`config.mk`:
```
export PLATFORM = sky130hd
export DESIGN_NAME = sbbs_front
export DESIGN_NICKNAME = d
export VERILOG_FILES = /design/src/hdl/sbbs_pkg.sv /design/src/hdl/sbbs_front.sv
export SDC_FILE = /design/constraint.sdc
export NUM_CORES = 1
export LEC_CHECK = 0
export BUFFER_PORTS_ARGS = -buffer_cell sky130_fd_sc_hd__buf_2
export CELL_PAD_IN_SITES_DETAIL_PLACEMENT = 0
export CELL_PAD_IN_SITES_GLOBAL_PLACEMENT = 1
export CORE_AREA = 8 8 128 130
export DETAILED_ROUTE_END_ITERATION = 10
export DIE_AREA = 0 0 136 138
export PLACE_DENSITY_LB_ADDON = 0.1
export SLEW_MARGIN = 30
export SYNTH_ARGS = -nofsm -noshare
export SYNTH_HDL_FRONTEND = slang
export SYNTH_SLANG_ARGS = --single-unit
export TNS_END_PERCENT = 1
```
`constraint.sdc`:
```
create_clock -name clock -period 8.4 [get_ports clock]
set_input_delay 0.84 -clock clock [delete_from_list [all_inputs] [get_ports clock]]
set_output_delay 0.84 -clock clock [all_outputs]
set_load 0.03 [all_outputs]
```
`src/hdl/sbbs_pkg.sv`:
```
// ----------------------------------------------------------------------------
// sbbs_pkg: shared types and constants of the spectral bin bit slicer
// Widths, register indexes, the queue entry and the log bucket classifier.
// ----------------------------------------------------------------------------
package sbbs_pkg;

   localparam int MAX_BINS    = 512;
   localparam int POS_W       = $clog2(MAX_BINS);
   localparam int NUM_BUCKETS = 16;
   localparam int BKT_W       = $clog2(NUM_BUCKETS);
   localparam int MAG_W       = 24;
   localparam int CNT_W       = 10;
   localparam int PWR_W       = 34;
   localparam int TC_W        = 11;
   localparam int SUM_W       = 13;
   localparam int NSUM_W      = 14;
   localparam int ACC_W       = 38;
   localparam int PROD_W      = 40;
   localparam int GAIN_W      = 16;
   localparam int QDEPTH      = 4;
   localparam int QPTR_W      = $clog2(QDEPTH);
   localparam int NUM_EDGES   = 6;

   localparam logic [MAG_W-1:0] MAG_ONE = 24'd16384;
   // Natural log bucket edges e^k, k = 1..6, rounded up to Q10.14.
   localparam logic [MAG_W-1:0] LN_EDGE [NUM_EDGES] = '{
      24'd44537, 24'd121063, 24'd329082, 24'd894537, 24'd2431602, 24'd6609778 };

   localparam logic [8:0]        RST_NUM_CHANNELS = 9'd282;
   localparam logic [9:0]        RST_FRAME_LEN    = 10'd564;
   localparam logic [10:0]       RST_BAUD_STEP    = 11'd1056;
   localparam logic [GAIN_W-1:0] RST_AVG_GAIN     = 16'd257;
   localparam logic [MAG_W-1:0]  RST_NOISE_AVG    = 24'd65536;

   typedef enum logic [1:0] {
      CSR_NUM_CHANNELS = 2'd0,
      CSR_FRAME_LEN    = 2'd1,
      CSR_BAUD_STEP    = 2'd2,
      CSR_AVG_GAIN     = 2'd3
   } csr_index_type;

   typedef struct packed {
      logic [8:0]        num_channels;
      logic [9:0]        frame_len;
      logic [10:0]       baud_step;
      logic [GAIN_W-1:0] avg_gain;
   } cfg_type;

   typedef struct packed {
      logic [MAG_W-1:0] mag;
      logic             last;
      logic             used;
      logic [POS_W-1:0] pos;
      logic [BKT_W-1:0] bucket;
   } entry_type;

   function automatic logic [BKT_W-1:0] bucket_of(input logic [MAG_W-1:0] m);
      logic [BKT_W:0] b;
      b = '0;
      if (m >= MAG_ONE) begin
         b = (BKT_W+1)'(1);
         for (int k = 0; k < NUM_EDGES; k++) begin
            if (m >= LN_EDGE[k]) b = b + (BKT_W+1)'(1);
         end
      end
      if (b > (BKT_W+1)'(NUM_BUCKETS-1)) b = (BKT_W+1)'(NUM_BUCKETS-1);
      return b[BKT_W-1:0];
   endfunction

endpackage

```
`src/hdl/sbbs_front.sv`:
```
// ----------------------------------------------------------------------------
// sbbs_front: request intake
// Tracks the bin position, classifies each request and queues it for the back end.
// ----------------------------------------------------------------------------
module sbbs_front (
   input  logic                         clock,
   input  logic                         reset,
   input  logic [8:0]                   num_channels,
   input  logic                         hold,
   input  logic                         push,
   output logic                         full,
   input  logic [sbbs_pkg::MAG_W-1:0]   magnitude,
   input  logic                         last_bin,
   output sbbs_pkg::entry_type          head,
   output logic                         head_valid,
   input  logic                         head_pop
);

   sbbs_pkg::entry_type             q_ff [sbbs_pkg::QDEPTH];
   logic [sbbs_pkg::QPTR_W-1:0]     wr_ff, rd_ff;
   logic [sbbs_pkg::QPTR_W:0]       cnt_ff, cnt_in;
   logic [sbbs_pkg::POS_W-1:0]      pos_ff, pos_in;
   sbbs_pkg::entry_type             entry;
   logic                            accept, take;

   assign full       = (cnt_ff == (sbbs_pkg::QPTR_W+1)'(sbbs_pkg::QDEPTH)) || hold;
   assign accept     = push && !full;
   assign head_valid = (cnt_ff != '0);
   assign take       = head_pop && head_valid;
   assign head       = q_ff[rd_ff];

   always_comb begin
      entry.mag    = magnitude;
      entry.last   = last_bin;
      entry.used   = (pos_ff < num_channels);
      entry.pos    = pos_ff;
      entry.bucket = sbbs_pkg::bucket_of(magnitude);
      pos_in = pos_ff;
      if (last_bin) begin
         pos_in = '0;
      end else if (pos_ff != sbbs_pkg::POS_W'(sbbs_pkg::MAX_BINS-1)) begin
         pos_in = pos_ff + 1'b1;
      end
      cnt_in = cnt_ff + (sbbs_pkg::QPTR_W+1)'(accept) - (sbbs_pkg::QPTR_W+1)'(take);
   end

   always_ff @(posedge clock) begin
      if (reset) begin
         wr_ff  <= '0;
         rd_ff  <= '0;
         cnt_ff <= '0;
         pos_ff <= '0;
      end else begin
         cnt_ff <= cnt_in;
         if (accept) begin
            wr_ff  <= wr_ff + 1'b1;
            pos_ff <= pos_in;
         end
         if (take) rd_ff <= rd_ff + 1'b1;
      end
   end

   always_ff @(posedge clock) begin
      if (accept) q_ff[wr_ff] <= entry;
   end

endmodule

```
==> results of run 1 <==
-- metrics by stage --
step / total power [µW] / utilization, % / setup slack [ns]
floorplan: 1450 / - / 3.41
global placement: 1600 / 56.4 / 3.09
global route: 2490 / 60.8 / 3.12
CTS: 2430 / 60.8 / 3.42
detailed placement: 1610 / 56.5 / 2.97
finish: 2400 / 60.8 / 3.40
-- area by class of cell --
class                   instances  area, µm²  share of cell area (%)
clock buffers                  18        429                    4.93
clock inverters                14        190                    2.18
inverters                      23       86.3                   0.991
multi-input cells             238       2320                    26.6
flip-flops and latches        174       5050                    58.0
well taps                     184        230                    2.64
repair buffers                 80        403                    4.63
-- kinds of logic after synthesis --
logic type / count (synthesis)
AO/OA/AOI/OAI: 58
XOR/XNOR: 12
adder cells (fa/ha/maj): 25
buffers and inverters: 34
flip-flops: 174
multiplexers: 43
AND/OR/NAND/NOR: 100
-- cell usage after synthesis, types with 3 or more instances --
| cell | instances | area, µm² |
|---|---|---|
| a211o_1 | 4 | 35.0 |
| a21o_1 | 7 | 52.6 |
| a21oi_1 | 13 | 65.1 |
| and3_1 | 6 | 37.5 |
| buf_1 | 3 | 11.3 |
| clkbuf_1 | 7 | 26.3 |
| dfxtp_1 | 18 | 360 |
| edfxtp_1 | 156 | 4680 |
| ha_1 | 21 | 263 |
| inv_1 | 23 | 86.3 |
| mux2i_1 | 3 | 30.0 |
| mux4_2 | 39 | 878 |
| nand2_1 | 20 | 75.1 |
| nand2b_1 | 3 | 18.8 |
| nand3_1 | 5 | 25.0 |
| nand4_1 | 4 | 25.0 |
| nor2_1 | 25 | 93.8 |
| nor3_1 | 10 | 50.1 |
| nor4_1 | 3 | 18.8 |
| o21ai_0 | 12 | 60.1 |
| or3_1 | 6 | 37.5 |
| xnor2_1 | 5 | 43.8 |
| xor2_1 | 7 | 61.3 |
-- critical path: stages --
cell	delay, ns
buf_2	0.16
or3_1	0.42
or4_1	0.43
nor3_1	0.19
o311ai_0	0.26
inv_1	0.15
fa_1	0.49
or3_2	0.52
and2_1	0.18
ha_1	0.29
nand2_1	0.07
o21ai_0	0.09
ha_1	0.16
inv_1	0.05
a211o_1	0.28
maj3_2	0.34
o2bb2ai_1	0.29
-- routing by layer --
layer | up-vias | share of wire (%)
met3 | 9 | 5.5
met5 | - | 0
met1 | 2086 | 43
met2 | 101 | 51
li1 | 1957 | -
met4 | 0 | 0.80
-- registers in the layout, summed over array words and instances (netlist names), named ones only --
register,flops
q_ff,156
pos_ff,9
cnt_ff,3
rd_ff,2
wr_ff,2
-- final timing paths --
check / start / endpoint / cells past startpoint
worst max-delay path: magnitude[23] / q_ff[3][1] / 17
worst min-delay path: rd_ff[1] / flip-flop / 2
worst max register to register: cnt_ff[1] / cnt_ff[2] / 10
worst min register to register: rd_ff[1] / flip-flop / 2
-- where the power goes --
part	leakage [µW]	internal, µW	switching, µW
Clock	0.000290	497	323
Combinational	0.00123	218	337
Sequential	0.00160	990	30.3
Total	0.00312	1700	691
==> results.toml, run 1 <==
[drt]
viasPerCell = 5.68
routed_wl_um = 14500
postRouteAntennaNets = 0
first_pass_iters = 4
vias = 4153
wl_per_cell_um = 19.8
drc = 0
drt_iter0_markers = 261

[sta]
setup_tns_ns = 0
hold_violations = 0
setup_viol = 0
skew_ns = 0.00968
period_share_pct = 59.6
clock.fmax_mhz = 200
min_period_ns = 5.00
rsz0062_at_grt = "no"
maxSlewViolCount = 0
tightest_slew_ns = 0.789
slew_headroom_pct = 47.4
fin_hold_ws_ns = 0.525

[final_layout]
antennaDiodeCount = 0
final_nets = 596
layout.cells.non_filler = 731
drive_gt1_share_pct = 30.3
synthToLayoutAreaGrowth_pct = 16.5
final_cell_mix = "156 x edfxtp_1, 79 x buf_2, 39 x mux4_2, 25 x nor2_1, 23 x inv_1"
fin_area_um2 = 8710
final_common_cell = "edfxtp_1"
fill_cells = 1087

[worst_setup_path]
crit_path_max_fanout = 9
worstSetupPathType = "input pin to flip-flop"
reg2reg_slack_ns = 5.96
crit_required_ns = 8.61
start_kind = "input pin"
critPathArrivalTime_ns = 5.21
end_kind = "flip-flop"

[floorplan]
initial_core_util_pct = 52.2
die_y_um = 138
dieArea_um2 = 18800
die_w_um = 136
core_um2 = 14300
rows = 44
ios = 80

[yosys]
ys_types = 60
syn_inst = 446
synth_compound_area_share_pct = 5.51
ys_ff_latch = 174
syn-num-nets = 508
synthSimpleGateAreaFrac_pct = 7.16
synth-edff-count = 156
synth_warnings = 0
ys_seq_area_share_pct = 67.5
synth_top_family_by_area = "multiplexers"
ys_async_sr_fraction_pct = 0
synth.avg_cell_area_um2 = 16.8
synth-xor-area-share_pct = 1.41
syn_area_um2 = 7470
ys.flop_type = "edfxtp_1"
synth_fa_ha_area_share_pct = 4.35
synth_mux_area_share_pct = 12.4

[global_routing]
grt_most_used_layer = "met2"
use_met1_pct = 20.0
antenna_found_initial = 0
grtUsageMet2_pct = 26.9
grt_max_degree = 40
use_met3_pct = 4.93
grt_pass1_wl_um = 23400
grt-ovfl-total = 0
grtUsageTotal_pct = 16.4
grt_pass1_vias = 4415

[clock_network]
cts_sinks = 174
cts_resized = 0
cts_setup_buffers = 0
cts_tree = "built"
hold_buffers = 0
clock_latency_ns = 0.43
ctsRootBufferMaster = "clkbuf_16"
cts_max_level = 4
clock_path_buffers = 2
numCtsBuffers = 17
path_clk_slew_ns = 0.06

[flow_run]
cap_violations = 0

[placement]
hpwl_um = 9220
dp.cells = 699
place_congestion = 0.810
placed_cell_area_um2 = 8090
io_buffers = 79

[worst_hold_path]
worstHoldPathType = "flip-flop to flip-flop"

[power_and_ir_drop]
peakVddDrop_mv = 0.159
p_leak_uw = 0.00312
powerDensity_nw_per_um2 = 275

[run_status]
status = "complete, no violations"
Note: power is estimated with default switching activity, not from simulation.
==> run 2, diff against run 1 <==
--- a/config.mk
+++ b/config.mk
@@ -5,12 +5,13 @@
 export SDC_FILE = /design/constraint.sdc
 export NUM_CORES = 1
 export LEC_CHECK = 0
+export ABC_AREA = 1
 export BUFFER_PORTS_ARGS = -buffer_cell sky130_fd_sc_hd__buf_2
 export CELL_PAD_IN_SITES_DETAIL_PLACEMENT = 0
 export CELL_PAD_IN_SITES_GLOBAL_PLACEMENT = 1
-export CORE_AREA = 8 8 128 130
+export CORE_AREA = 8 8 146 148
 export DETAILED_ROUTE_END_ITERATION = 10
-export DIE_AREA = 0 0 136 138
+export DIE_AREA = 0 0 154 156
 export PLACE_DENSITY_LB_ADDON = 0.1
 export SLEW_MARGIN = 30
 export SYNTH_ARGS = -nofsm -noshare
==> constraint.sdc (replaced) <==
create_clock -name clock -period 4.28 [get_ports clock]
set_input_delay 0.428 -clock clock [delete_from_list [all_inputs] [get_ports clock]]
set_output_delay 0.428 -clock clock [all_outputs]
set_load 0.03 [all_outputs]
==> run 2 against run 1 <==
Net effect:
- worst setup slack got worse by 2.6 ns
- combinational power is 110% higher
- clock-buffer cell count is 4 higher
- via count increased by 33%
- total power increased by 94%
- clock skew up 0.0037 ns
- largest power group unchanged
- highest routed layer unchanged
==> results.toml, run 2 <==
[run_status]
status = "complete, no violations"

[power_and_ir_drop]
p_sw_uw = 1560
p_leak_uw = 0.00343
p_comb_share_pct = 25.1
peakVddDrop_mv = 0.333
powerDensity_nw_per_um2 = 513
p_sw_share_pct = 33.7
seqPwrFrac_pct = 43.5
p_int_uw = 3080
p_clk_share_pct = 31.3

[sta]
setup_viol = 0
period_share_pct = 81.4
maxSlewViolCount = 0
slew_headroom_pct = 43.8
setup_tns_ns = 0
clock.fmax_mhz = 287
skew_ns = 0.0134
fin_hold_ws_ns = 0.264
hold_violations = 0
setup_ws_ns = 0.797
rsz0062_at_grt = "no"
tightest_slew_ns = 0.843
min_period_ns = 3.48

[worst_hold_path]
worstHoldPathType = "input pin to flip-flop"
hold_end = "q_ff[0][19]"
hold_depth = 1
hold_start = "magnitude[4]"

[floorplan]
die_w_um = 154
core_um2 = 19100
ios = 80
dieArea_um2 = 24000
die_y_um = 156
rows = 51
initial_core_util_pct = 40.8

[final_layout]
largest_register = "q_ff"
final_common_cell = "edfxtp_1"
final_cell_mix = "156 x edfxtp_1, 122 x nor2_1, 82 x o21ai_0, 79 x buf_2, 76 x nand2_1"
antennaDiodeCount = 0
synthToLayoutAreaGrowth_pct = 16.0
drive_gt1_share_pct = 18.1
largest_reg_flops = 156
top_regs = "q_ff x156, pos_ff x9, cnt_ff x3"
final_nets = 868

[global_routing]
grt-ovfl-total = 0
grt_max_degree = 79
grtUsageTotal_pct = 15.7
grt_pass1_wl_um = 29000
antenna_found_initial = 0
grt_pass1_vias = 5382

[placement]
io_buffers = 79
place_congestion = 0.828
hpwl_um = 11700
dp_slack_ns = 0.337

[yosys]
ys_ff_latch = 174
syn_area_um2 = 7790
synth_common_cells = "156 x edfxtp_1, 126 x nor2_1, 82 x o21ai_0"
ys.flop_type = "edfxtp_1"
synth-edff-count = 156
synth_area_leader_cell = "edfxtp_1"
ys_seq_area_share_pct = 64.7
yosysMostFrequentCell = "edfxtp_1"
syn_inst = 726
syn-num-nets = 788
synth_warnings = 0
yosys.area.top_type_share_pct = 60.1
synth.avg_cell_area_um2 = 10.7
synth_area_leaders = "edfxtp_1 60%, nor2_1 6.1%, o21ai_0 5.3%"
ys_async_sr_fraction_pct = 0
ys_types = 37

[worst_setup_path]
reg2reg_slack_ns = 1.55
crit_path_max_fanout = 9
path_cells = "buf_2, nand3_1, nor3_1, a21oi_1, o311ai_0, inv_1, fa_1, inv_1, nand4_1, nand2_1, inv_1, ha_1, nand2_1, nand2_1, ha_1, nand2_1, nor2_2, o21ai_2, o21ai_1"
slowest_stage = "o311ai_0"
critPathTopFamily = "adder cells"
rr_endpoint = "q_ff[3][0]"
timing.rr.start = "cnt_ff[1]"
cp_slowest_stage_delay_ns = 0.51
critPathArrivalTime_ns = 3.61
reg2reg_depth = 5
end_kind = "flip-flop"
cpMostUsedCell = "nand2_1"
worstSetupPathType = "input pin to flip-flop"
cp_num_buf_inv = 4
start_kind = "input pin"
crit_required_ns = 4.41

[clock_network]
path_clk_slew_ns = 0.07
hold_buffers = 0
cts_sinks = 174
clock_path_buffers = 2
cts_tree = "built"
numCtsBuffers = 17
ctsRootBufferMaster = "clkbuf_16"
cts_resized = 0
cts_max_level = 4
clock_latency_ns = 0.42
cts_setup_buffers = 0

[drt]
first_pass_iters = 5
vias = 5510
postRouteAntennaNets = 0
wl_per_cell_um = 17.6
viasPerCell = 5.21
drt_iter0_markers = 331
drc = 0
routed_wl_um = 18600

[flow_run]
cap_violations = 0
==> run 2: changes by cell type after synthesis, sizes merged, moves of 21 or more <==
cell   before  now
inv        23   68
mux4       39    0
nand2      20   81
nand3       5   26
nor2       25  136
o21ai      12   85
o22ai       0   39
==> run 2: per-layer routing <==
layer	track usage, %	share of wire (%)	vias to the layer above
met1	20.4	46	2664
met5	0	0	-
met4	4.53	1.1	0
met2	26.0	48	123
li1	-	-	2710
met3	3.52	5.0	13
==> run 2: worst max path at each step <==
stage	slack (ns)	to	depth (start not counted)	startpoint
6_report	0.80	q_ff[3][1]	19	magnitude[7]
2_1_floorplan	0.92	q_ff[0][1]	18	magnitude[4]
4_1_cts	0.76	q_ff[3][1]	19	magnitude[7]
3_3_place_gp	0.39	q_ff[0][1]	19	magnitude[7]
3_5_place_dp	0.34	q_ff[3][1]	19	magnitude[7]
5_1_grt	0.49	q_ff[3][1]	19	magnitude[7]
==> run 2: worst reg2reg max path, delay by kind of cell (launching register included) <==
family	cells	cell delay [ns]
simple gates	3	1.39
buf+inv	2	0.57
flops	1	0.41
==> run 2: through the flow <==
step	cell area, µm²	cells	utilization [%]	power [µW]
2_1_floorplan	7790	726	-	2840
3_3_place_gp	8480	1025	44.5	3220
3_5_place_dp	8480	1025	44.5	3250
4_1_cts	9040	1057	47.4	4710
5_1_grt	9040	1057	47.4	4890
6_report	9040	1057	47.4	4640
==> run 2: layout make-up <==
class	count	area (µm²)
clock buffer	22	484
clock inverter	10	73.8
fill	1755	10000
inverter	69	259
multi-input combinational	456	2420
sequential	174	5050
tap	238	298
timing repair buffer	88	463
==> run 2: cells by family (layout without fill, tap and decap cells) <==
group           after synthesis  in the layout  synth area share [%]
fa+ha+maj                    23             23                  3.89
xor+xnor                      1              1                 0.112
compound gates              163            163                  11.7
simple gates                269            269                  14.9
buf+inv                      96            189                  4.62
flops                       174            174                  64.7
==> run 2: power groups by stage <==
stage / clock [µW] / sequential, µW / combinational (µW)
5_1_grt: 1570 / 2030 / 1290
2_1_floorplan: 0 / 2020 / 826
6_report: 1450 / 2020 / 1170
3_3_place_gp: 0 / 2050 / 1170
4_1_cts: 1500 / 2020 / 1190
3_5_place_dp: 0 / 2060 / 1190
